--- src/rtl/core/imu_bias_calibrator_top_defines.svh ---
// assertion macros for the imu bias calibrator rtl
// no dependencies; assertions clock on i_clk and disable on i_rst_n of the including module
`ifndef IMU_BIAS_CALIBRATOR_TOP_DEFINES_SVH
`define IMU_BIAS_CALIBRATOR_TOP_DEFINES_SVH
`ifndef SYNTH
`define IBC_ASSERT(lbl, ante, cons, msg) \
    lbl: assert property (@(posedge i_clk) disable iff (!i_rst_n) (ante) |-> (cons)) \
        else $error(msg);
`define IBC_ASSERT_NXT(lbl, ante, cons, msg) \
    lbl: assert property (@(posedge i_clk) disable iff (!i_rst_n) (ante) |=> (cons)) \
        else $error(msg);
`else
`define IBC_ASSERT(lbl, ante, cons, msg)
`define IBC_ASSERT_NXT(lbl, ante, cons, msg)
`endif
`endif

--- src/rtl/core/ibc_pkg.sv ---
// shared types and constants of the imu bias calibrator
// no dependencies
package ibc_pkg;

    localparam int AXES           = 5;
    localparam int GYRO_AXES      = 3;
    localparam int GYRO_BASE      = 2;
    localparam int SAMPLE_W       = 16;
    localparam int CORR_W         = 17;
    localparam int SUM_W          = 24;
    localparam int MAG_W          = 23;
    localparam int ROUGH_W        = 24;
    localparam int LIMIT_W        = 16;
    localparam int IN_DATA_W      = 80;
    localparam int OUT_DATA_W     = 88;
    localparam int WINDOW_DEFAULT = 200;

    localparam logic [LIMIT_W-1:0] LIMIT_RESET = 16'd60;
    localparam logic [ROUGH_W-1:0] ROUGH_MAX   = {ROUGH_W{1'b1}};

    typedef logic signed [SAMPLE_W-1:0] t_sample;
    typedef logic signed [SUM_W-1:0]    t_sum;
    typedef logic signed [CORR_W-1:0]   t_corr;
    typedef logic [ROUGH_W-1:0]         t_rough;

    // divider status seen by the top level
    typedef struct packed {
        logic busy;
        logic done;
    } t_div_status;

endpackage

--- src/rtl/core/ibc_bias_div.sv ---
// divides the five window sums by WINDOW, truncated toward zero
// depends on ibc_pkg; reciprocal multiply in three registered stages
module ibc_bias_div #(
    parameter int WINDOW = ibc_pkg::WINDOW_DEFAULT
) (
    input  logic                 i_clk,
    input  logic                 i_rst_n,
    input  logic                 i_start,
    input  ibc_pkg::t_sum        i_sums [ibc_pkg::AXES],
    output ibc_pkg::t_div_status o_status,
    output ibc_pkg::t_sample     o_bias [ibc_pkg::AXES]
);
    import ibc_pkg::*;

    // exact for magnitudes below 2^MAG_W: recip = ceil(2^(MAG_W+L) / WINDOW)
    localparam int L       = $clog2(WINDOW);
    localparam int SHIFT   = MAG_W + L;
    localparam int RECIP_W = MAG_W + 2;
    localparam int PROD_W  = MAG_W + RECIP_W;
    localparam longint unsigned RECIP =
        ((64'd1 << SHIFT) + longint'(WINDOW) - 64'd1) / longint'(WINDOW);
    localparam logic [RECIP_W-1:0] RECIP_V = RECIP_W'(RECIP);

    logic [2:0]        r_v;
    logic [MAG_W-1:0]  r_mag  [AXES];
    logic [AXES-1:0]   r_neg1;
    logic [PROD_W-1:0] r_prod [AXES];
    logic [AXES-1:0]   r_neg2;
    t_sample           r_bias [AXES];

    // stage valids
    always_ff @(posedge i_clk) begin
        if (!i_rst_n) begin
            r_v <= '0;
        end else begin
            r_v <= {r_v[1:0], i_start};
        end
    end

    // magnitude, product, then shift and sign
    always_ff @(posedge i_clk) begin
        for (int i = 0; i < AXES; i++) begin
            r_mag[i]  <= i_sums[i][SUM_W-1] ? MAG_W'(-i_sums[i]) : MAG_W'(i_sums[i]);
            r_neg1[i] <= i_sums[i][SUM_W-1];
            r_prod[i] <= PROD_W'(r_mag[i]) * PROD_W'(RECIP_V);
            r_neg2[i] <= r_neg1[i];
            r_bias[i] <= r_neg2[i] ? SAMPLE_W'(-CORR_W'(r_prod[i] >> SHIFT))
                                   : SAMPLE_W'(r_prod[i] >> SHIFT);
        end
    end

    assign o_status.busy = |r_v;
    assign o_status.done = r_v[2];
    assign o_bias        = r_bias;

endmodule

--- src/rtl/core/imu_bias_calibrator_top.sv ---
// imu bias calibrator: input is registered into the output register driving m_axis_tvalid;
// one item per cycle sustained while output drains and no divide runs; an output skid register
// keeps input open while a result waits. after a passing window the input stalls while the
// bias divider pipeline runs (once only, calibration is then final). reset is synchronous,
// active low: clears sums, roughness, biases and flags, stillness limit returns to 60.
`include "imu_bias_calibrator_top_defines.svh"
module imu_bias_calibrator_top #(
    parameter int WINDOW = ibc_pkg::WINDOW_DEFAULT
) (
    input  logic                                i_clk,
    input  logic                                i_rst_n,
    // config write transaction: stillness limit
    input  logic                                i_cfg_valid,
    output logic                                o_cfg_ready,
    input  logic [ibc_pkg::LIMIT_W-1:0]         i_cfg_data,
    // input stream
    input  logic                                s_axis_tvalid,
    output logic                                s_axis_tready,
    // accel_x, accel_y, gyro_x, gyro_y, gyro_z (16 bits each, lowest first)
    input  logic [ibc_pkg::IN_DATA_W-1:0]       s_axis_tdata,
    // result stream
    output logic                                m_axis_tvalid,
    input  logic                                m_axis_tready,
    // accel_x_corrected, accel_y_corrected, gyro_x_corrected, gyro_y_corrected,
    // gyro_z_corrected (17 bits each, lowest first), zero padded
    output logic [ibc_pkg::OUT_DATA_W-1:0]      m_axis_tdata,
    // calibrated
    output logic [0:0]                          m_axis_tuser
);
    import ibc_pkg::*;

    localparam int CNT_W = $clog2(WINDOW + 1);

    logic [LIMIT_W-1:0]    r_limit;
    t_sum                  r_sum  [AXES];
    t_sum                  n_sum  [AXES];
    t_rough                r_rough [GYRO_AXES];
    t_rough                n_rough [GYRO_AXES];
    t_sample               r_prev [GYRO_AXES];
    logic                  r_have_prev;
    logic [CNT_W-1:0]      r_count;
    logic [CNT_W-1:0]      n_count;
    t_sample               r_bias [AXES];
    logic                  r_cal_done;
    logic                  r_out_valid;
    logic [OUT_DATA_W-1:0] r_out;
    logic                  r_out_cal;
    logic                  r_skid_valid;
    logic [OUT_DATA_W-1:0] r_skid;
    logic                  r_skid_cal;

    t_sample               smp [AXES];
    logic [OUT_DATA_W-1:0] new_data;
    logic                  accept;
    logic                  pop;
    logic                  win_full;
    logic                  win_fail;
    logic                  div_start;
    t_div_status           div_st;
    t_sample               div_bias [AXES];

    assign o_cfg_ready = 1'b1;

    // stillness limit register
    always_ff @(posedge i_clk) begin
        if (!i_rst_n) begin
            r_limit <= LIMIT_RESET;
        end else if (i_cfg_valid) begin
            r_limit <= i_cfg_data;
        end
    end

    // unpack samples and form corrected outputs with the biases held so far
    always_comb begin
        new_data = '0;
        for (int i = 0; i < AXES; i++) begin
            smp[i] = t_sample'(s_axis_tdata[i*SAMPLE_W +: SAMPLE_W]);
            new_data[i*CORR_W +: CORR_W] = CORR_W'(t_corr'(smp[i]) - t_corr'(r_bias[i]));
        end
    end

    assign s_axis_tready = !r_skid_valid && !div_st.busy;
    assign accept        = s_axis_tvalid && s_axis_tready;
    assign pop           = r_out_valid && m_axis_tready;

    // window accumulation: sums, roughness, count
    always_comb begin
        logic signed [CORR_W-1:0] d;
        logic [SAMPLE_W-1:0]      a;
        logic [ROUGH_W:0]         r;
        for (int i = 0; i < AXES; i++) begin
            n_sum[i] = r_sum[i] + t_sum'(smp[i]);
        end
        win_fail = 1'b0;
        for (int i = 0; i < GYRO_AXES; i++) begin
            d = t_corr'(smp[GYRO_BASE + i]) - t_corr'(r_prev[i]);
            a = d[CORR_W-1] ? SAMPLE_W'(-d) : SAMPLE_W'(d);
            r = {1'b0, r_rough[i]} + (ROUGH_W + 1)'(a);
            if (!r_have_prev) begin
                n_rough[i] = r_rough[i];
            end else if (r[ROUGH_W]) begin
                n_rough[i] = ROUGH_MAX;
            end else begin
                n_rough[i] = r[ROUGH_W-1:0];
            end
            if (n_rough[i] >= t_rough'(r_limit)) begin
                win_fail = 1'b1;
            end
        end
        n_count   = r_count + 1'b1;
        win_full  = (n_count == CNT_W'(WINDOW));
        div_start = accept && !r_cal_done && win_full && !win_fail;
    end

    // calibration state
    always_ff @(posedge i_clk) begin
        if (!i_rst_n) begin
            r_count     <= '0;
            r_have_prev <= 1'b0;
            r_cal_done  <= 1'b0;
            for (int i = 0; i < AXES; i++) begin
                r_sum[i]  <= '0;
                r_bias[i] <= '0;
            end
            for (int i = 0; i < GYRO_AXES; i++) begin
                r_rough[i] <= '0;
                r_prev[i]  <= '0;
            end
        end else begin
            if (accept && !r_cal_done) begin
                r_have_prev <= 1'b1;
                for (int i = 0; i < GYRO_AXES; i++) begin
                    r_prev[i] <= smp[GYRO_BASE + i];
                end
                if (win_full) begin
                    r_count <= '0;
                    for (int i = 0; i < AXES; i++) begin
                        r_sum[i] <= '0;
                    end
                    for (int i = 0; i < GYRO_AXES; i++) begin
                        r_rough[i] <= '0;
                    end
                end else begin
                    r_count <= n_count;
                    r_sum   <= n_sum;
                    r_rough <= n_rough;
                end
            end
            if (div_st.done) begin
                r_bias     <= div_bias;
                r_cal_done <= 1'b1;
            end
        end
    end

    // result register with skid stage
    always_ff @(posedge i_clk) begin
        if (!i_rst_n) begin
            r_out_valid  <= 1'b0;
            r_skid_valid <= 1'b0;
        end else if (!r_out_valid || pop) begin
            if (r_skid_valid) begin
                r_out_valid  <= 1'b1;
                r_skid_valid <= 1'b0;
            end else begin
                r_out_valid  <= accept;
            end
        end else if (accept) begin
            r_skid_valid <= 1'b1;
        end
    end

    always_ff @(posedge i_clk) begin
        if (!r_out_valid || pop) begin
            r_out     <= r_skid_valid ? r_skid : new_data;
            r_out_cal <= r_skid_valid ? r_skid_cal : r_cal_done;
        end
        if (accept) begin
            r_skid     <= new_data;
            r_skid_cal <= r_cal_done;
        end
    end

    assign m_axis_tvalid = r_out_valid;
    assign m_axis_tdata  = r_out;
    assign m_axis_tuser  = r_out_cal;

    // bias divider
    ibc_bias_div #(
        .WINDOW (WINDOW)
    ) u_div (
        .i_clk    (i_clk),
        .i_rst_n  (i_rst_n),
        .i_start  (div_start),
        .i_sums   (n_sum),
        .o_status (div_st),
        .o_bias   (div_bias)
    );

    `IBC_ASSERT(a_no_accept_busy, div_st.busy, !s_axis_tready, "input open during divide")
    `IBC_ASSERT_NXT(a_cal_sticky, r_cal_done, r_cal_done, "calibrated flag dropped")
    `IBC_ASSERT(a_skid_needs_out, r_skid_valid, r_out_valid, "skid full with output empty")
    `IBC_ASSERT_NXT(a_done_sets_cal, div_st.done, r_cal_done && !div_st.busy, "bias not taken")

endmodule
--- config.mk ---
export PLATFORM = sky130hd
export DESIGN_NAME = imu_bias_calibrator_top
export DESIGN_NICKNAME = d
export VERILOG_FILES = /design/src/rtl/core/ibc_pkg.sv /design/src/rtl/core/ibc_bias_div.sv /design/src/rtl/core/imu_bias_calibrator_top.sv
export VERILOG_INCLUDE_DIRS = /design/src /design/src/rtl/core
export SDC_FILE = /design/constraint.sdc
export NUM_CORES = 2
export LEC_CHECK = 0
export BUFFER_PORTS_ARGS = -buffer_cell sky130_fd_sc_hd__buf_4
export CORE_MARGIN = 2
export CORE_UTILIZATION = 50
export DETAILED_ROUTE_END_ITERATION = 6
export MAX_ROUTING_LAYER = met4
export PLACE_DENSITY = 0.65
export SLEW_MARGIN = 20
export SYNTH_ARGS = -nofsm -noshare
export SYNTH_HDL_FRONTEND = slang
export SYNTH_SLANG_ARGS = --single-unit
--- constraint.sdc ---
create_clock -name i_clk -period 19.3 [get_ports i_clk]
set_input_delay 1.93 -clock i_clk [delete_from_list [all_inputs] [get_ports i_clk]]
set_output_delay 1.93 -clock i_clk [all_outputs]
set_load 0.01 [all_outputs]
==> flow_summary.ini <==
[cts]
clk_latency_ns = 0.75
cts-resized-gates = 0
path_clk_slew_ns = 0.06
cts_root_buffer = clkbuf_16
post_cts.repair.setup_buffers = 0
tritoncts = done
numCtsBuffers = 98
cts_sinks = 808
cts.htree.levels = 3
cts_buffer_depth = 3
hold_buffers = 0

[layout]
drive_gt1_share_pct = 5.47
final_cell_mix = inv_1 (1785), ha_1 (1551), fa_1 (996)
final_common_cell = inv_1
fillCellCount = 15900
fin_nets = 11900
syn_to_final_growth_pct = 8.42

[drt]
dr_total_vias = 63600
postRouteAntennaNets = 0
top_layer = met4
viasPerCell = 5.45
drc = 0
route.met2.wl_um = 115000
drt_wl_total_um = 234000
drtIter0Drc = 3264
dr_wl_met3_um = 8440
firstDrtPassIters = 6
wl_per_cell_um = 20.0
wirelength_met1_um = 100000

[min_path]
hold_depth = 0
worstHoldEndpoint = u_div.r_neg2[2]$_DFF_P_
hold_start = u_div.r_neg1[2]$_DFF_P_
hold_path_class = reg -> reg

[critical_path]
crit_type = in -> reg
r2r_end = u_div.r_v[0]$_SDFF_PN0_
cp_data_arrival_time_ns = 10.65
required_ns = 19.96
critPathMaxStageDelay_ns = 0.87
slowest_stage = o31ai_1
crit_family = compound AO/OA/AOI/OAI gates
reg2regPathDepth = 29
worst-path-buf-inv = 3
startpoint_type = primary input
r2r_setup_slack_ns = 10.42
worstSetupPathDepth = 31
cp-end-kind = flip-flop
rr_startpoint = r_prev[0][2]$_SDFFCE_PN0P_
cp_max_fo = 11
crit_start = s_axis_tdata[32]

[synth]
synth_edf_count = 220
synth_ff_type = dfxtp_1
synth_area_um2 = 89300
syn_inst = 9068
yosysWarnings = 0
async_reset_ff_share_pct = 0
yosysSeqAreaShare_pct = 20.6
synth.distinct_cells = 88
syn_avg_cell_area_um2 = 9.84
ys_ff_latch = 808

[sta]
min_period_ns = 9.99
final-setup-viol-count = 0
hold_violations = 0
drv_slew = 0
setup_tns_ns = 0
period_share_pct = 51.8
worst_slew_pin_slew_ns = 1.10
skew_ns = 0.0271
slew_headroom_pct = 27.0
timing.fmax_mhz = 100
grt_setup_unrepaired = no

[floorplan]
initial_core_util_pct = 50.2
die_w_um = 427
rows = 155
die_area_um2 = 182000
core_area_um2 = 178000
pin_count = 193
die_h_um = 427

[global_route]
grt.total_usage_pct = 27.0
grt_overflow = 0
grt_max_degree = 85
grt_pass1_wl_um = 371000
grt_pass1_vias = 66500
antenna_found_initial = 10

[status]
outcome = finished clean

[job]
drv_cap = 0

[placement]
port_buffers = 188
dp_hpwl_um = 195000
place.gp.congestion = 0.982
[through the flow]
stage	worst slack, ns	cells	hold WS [ns]	utilization (%)	instance area [µm²]
5_1_grt	8.45	11700	0.317	54.4	96800
6_report	9.31	11700	0.319	54.4	96800
3_5_place_dp	8.63	11500	0.312	52.4	93300
3_3_place_gp	8.78	11500	0.313	52.4	93300
4_1_cts	9.40	11700	0.316	54.4	96800
2_1_floorplan	10.31	9070	0.310	-	89300
[flip-flops by register name, summed over array words and instances (netlist names), 3 cells and up]
name,cells
r_sum,120
u_div.r_mag,115
m_axis_tdata,85
r_skid,85
r_bias,80
u_div.o_bias,80
u_div.r_prod,80
r_rough,72
r_prev,48
r_limit,16
r_count,8
u_div.r_neg1,5
u_div.r_neg2,5
u_div.r_v,3
[final cells by class]
class	count	area, µm²	share of cell area [%]
sequential	808	18400	19.0
antenna	8	20.0	0.0207
timing repair buffer	216	1620	1.68
tap	2355	2950	3.04
multi-input combinational	6319	63600	65.7
inverter	1787	6710	6.93
clock buffer	142	3080	3.19
clock inverter	41	405	0.419
[worst reg2reg max path: cells and delay by family (launching register included)]
| family | cells | cell delay, ns |
|---|---|---|
| xor gates and xnor gates | 1 | 0.26 |
| DFF | 1 | 0.36 |
| buffers and inverters | 2 | 0.54 |
| AOI/OAI and AO/OA | 15 | 4.69 |
| and+or+nand+nor | 8 | 2.03 |
| adders and majority gates | 3 | 0.93 |
[synth_stat cells, drive strengths merged (24+ instances only)]
library cell | n | area (µm²)
or2 | 28 | 175
mux2 | 59 | 664
nand3 | 134 | 671
xor2 | 156 | 1370
o21bai | 29 | 218
nor2b | 175 | 1090
nor4 | 26 | 178
nand2b | 66 | 413
dfxtp | 588 | 11800
clkbuf | 143 | 537
and2 | 32 | 200
inv | 1786 | 6700
nand4 | 58 | 363
nor2 | 393 | 1480
o22a | 25 | 219
a211oi | 40 | 300
nor3 | 120 | 601
o211ai | 26 | 195
o21ai | 329 | 1650
a21boi | 28 | 210
a21oi | 326 | 1640
or3 | 42 | 263
fa | 996 | 19900
nand2 | 337 | 1260
a22o | 132 | 1160
xnor2 | 343 | 3000
and3 | 99 | 619
o31ai | 69 | 518
nand3b | 24 | 180
edfxtp | 220 | 6610
mux2i | 97 | 971
ha | 1551 | 19400
a21o | 156 | 1170
o21a | 66 | 495
a31oi | 74 | 463
[metal layers]
layer | GRT usage, % | vias to the layer above
li1 | - | 30800
met3 | 2.53 | 353
met4 | 11.2 | 0
met5 | - | -
met1 | 33.2 | 31200
met2 | 45.4 | 1243
[how the worst max path moves through the flow]
stage	to
floorplan	u_div.r_v[0]$_SDFF_PN0_
global placement	u_div.r_v[0]$_SDFF_PN0_
detailed placement	u_div.r_v[0]$_SDFF_PN0_
CTS	u_div.r_v[0]$_SDFF_PN0_
global route	u_div.r_v[0]$_SDFF_PN0_
finish	u_div.r_v[0]$_SDFF_PN0_
[cell families after synthesis]
kind of cell,synth area share [%]
simple gates,9.15
other cells,0.00841
flops,20.6
fa+ha+maj,44.1
compound gates,11.2
xor+xnor,4.90
buf+inv,8.20
mux,1.83
Power is not shown: default switching activity piles up to over one toggle a cycle in this logic, so the estimate is an artifact.
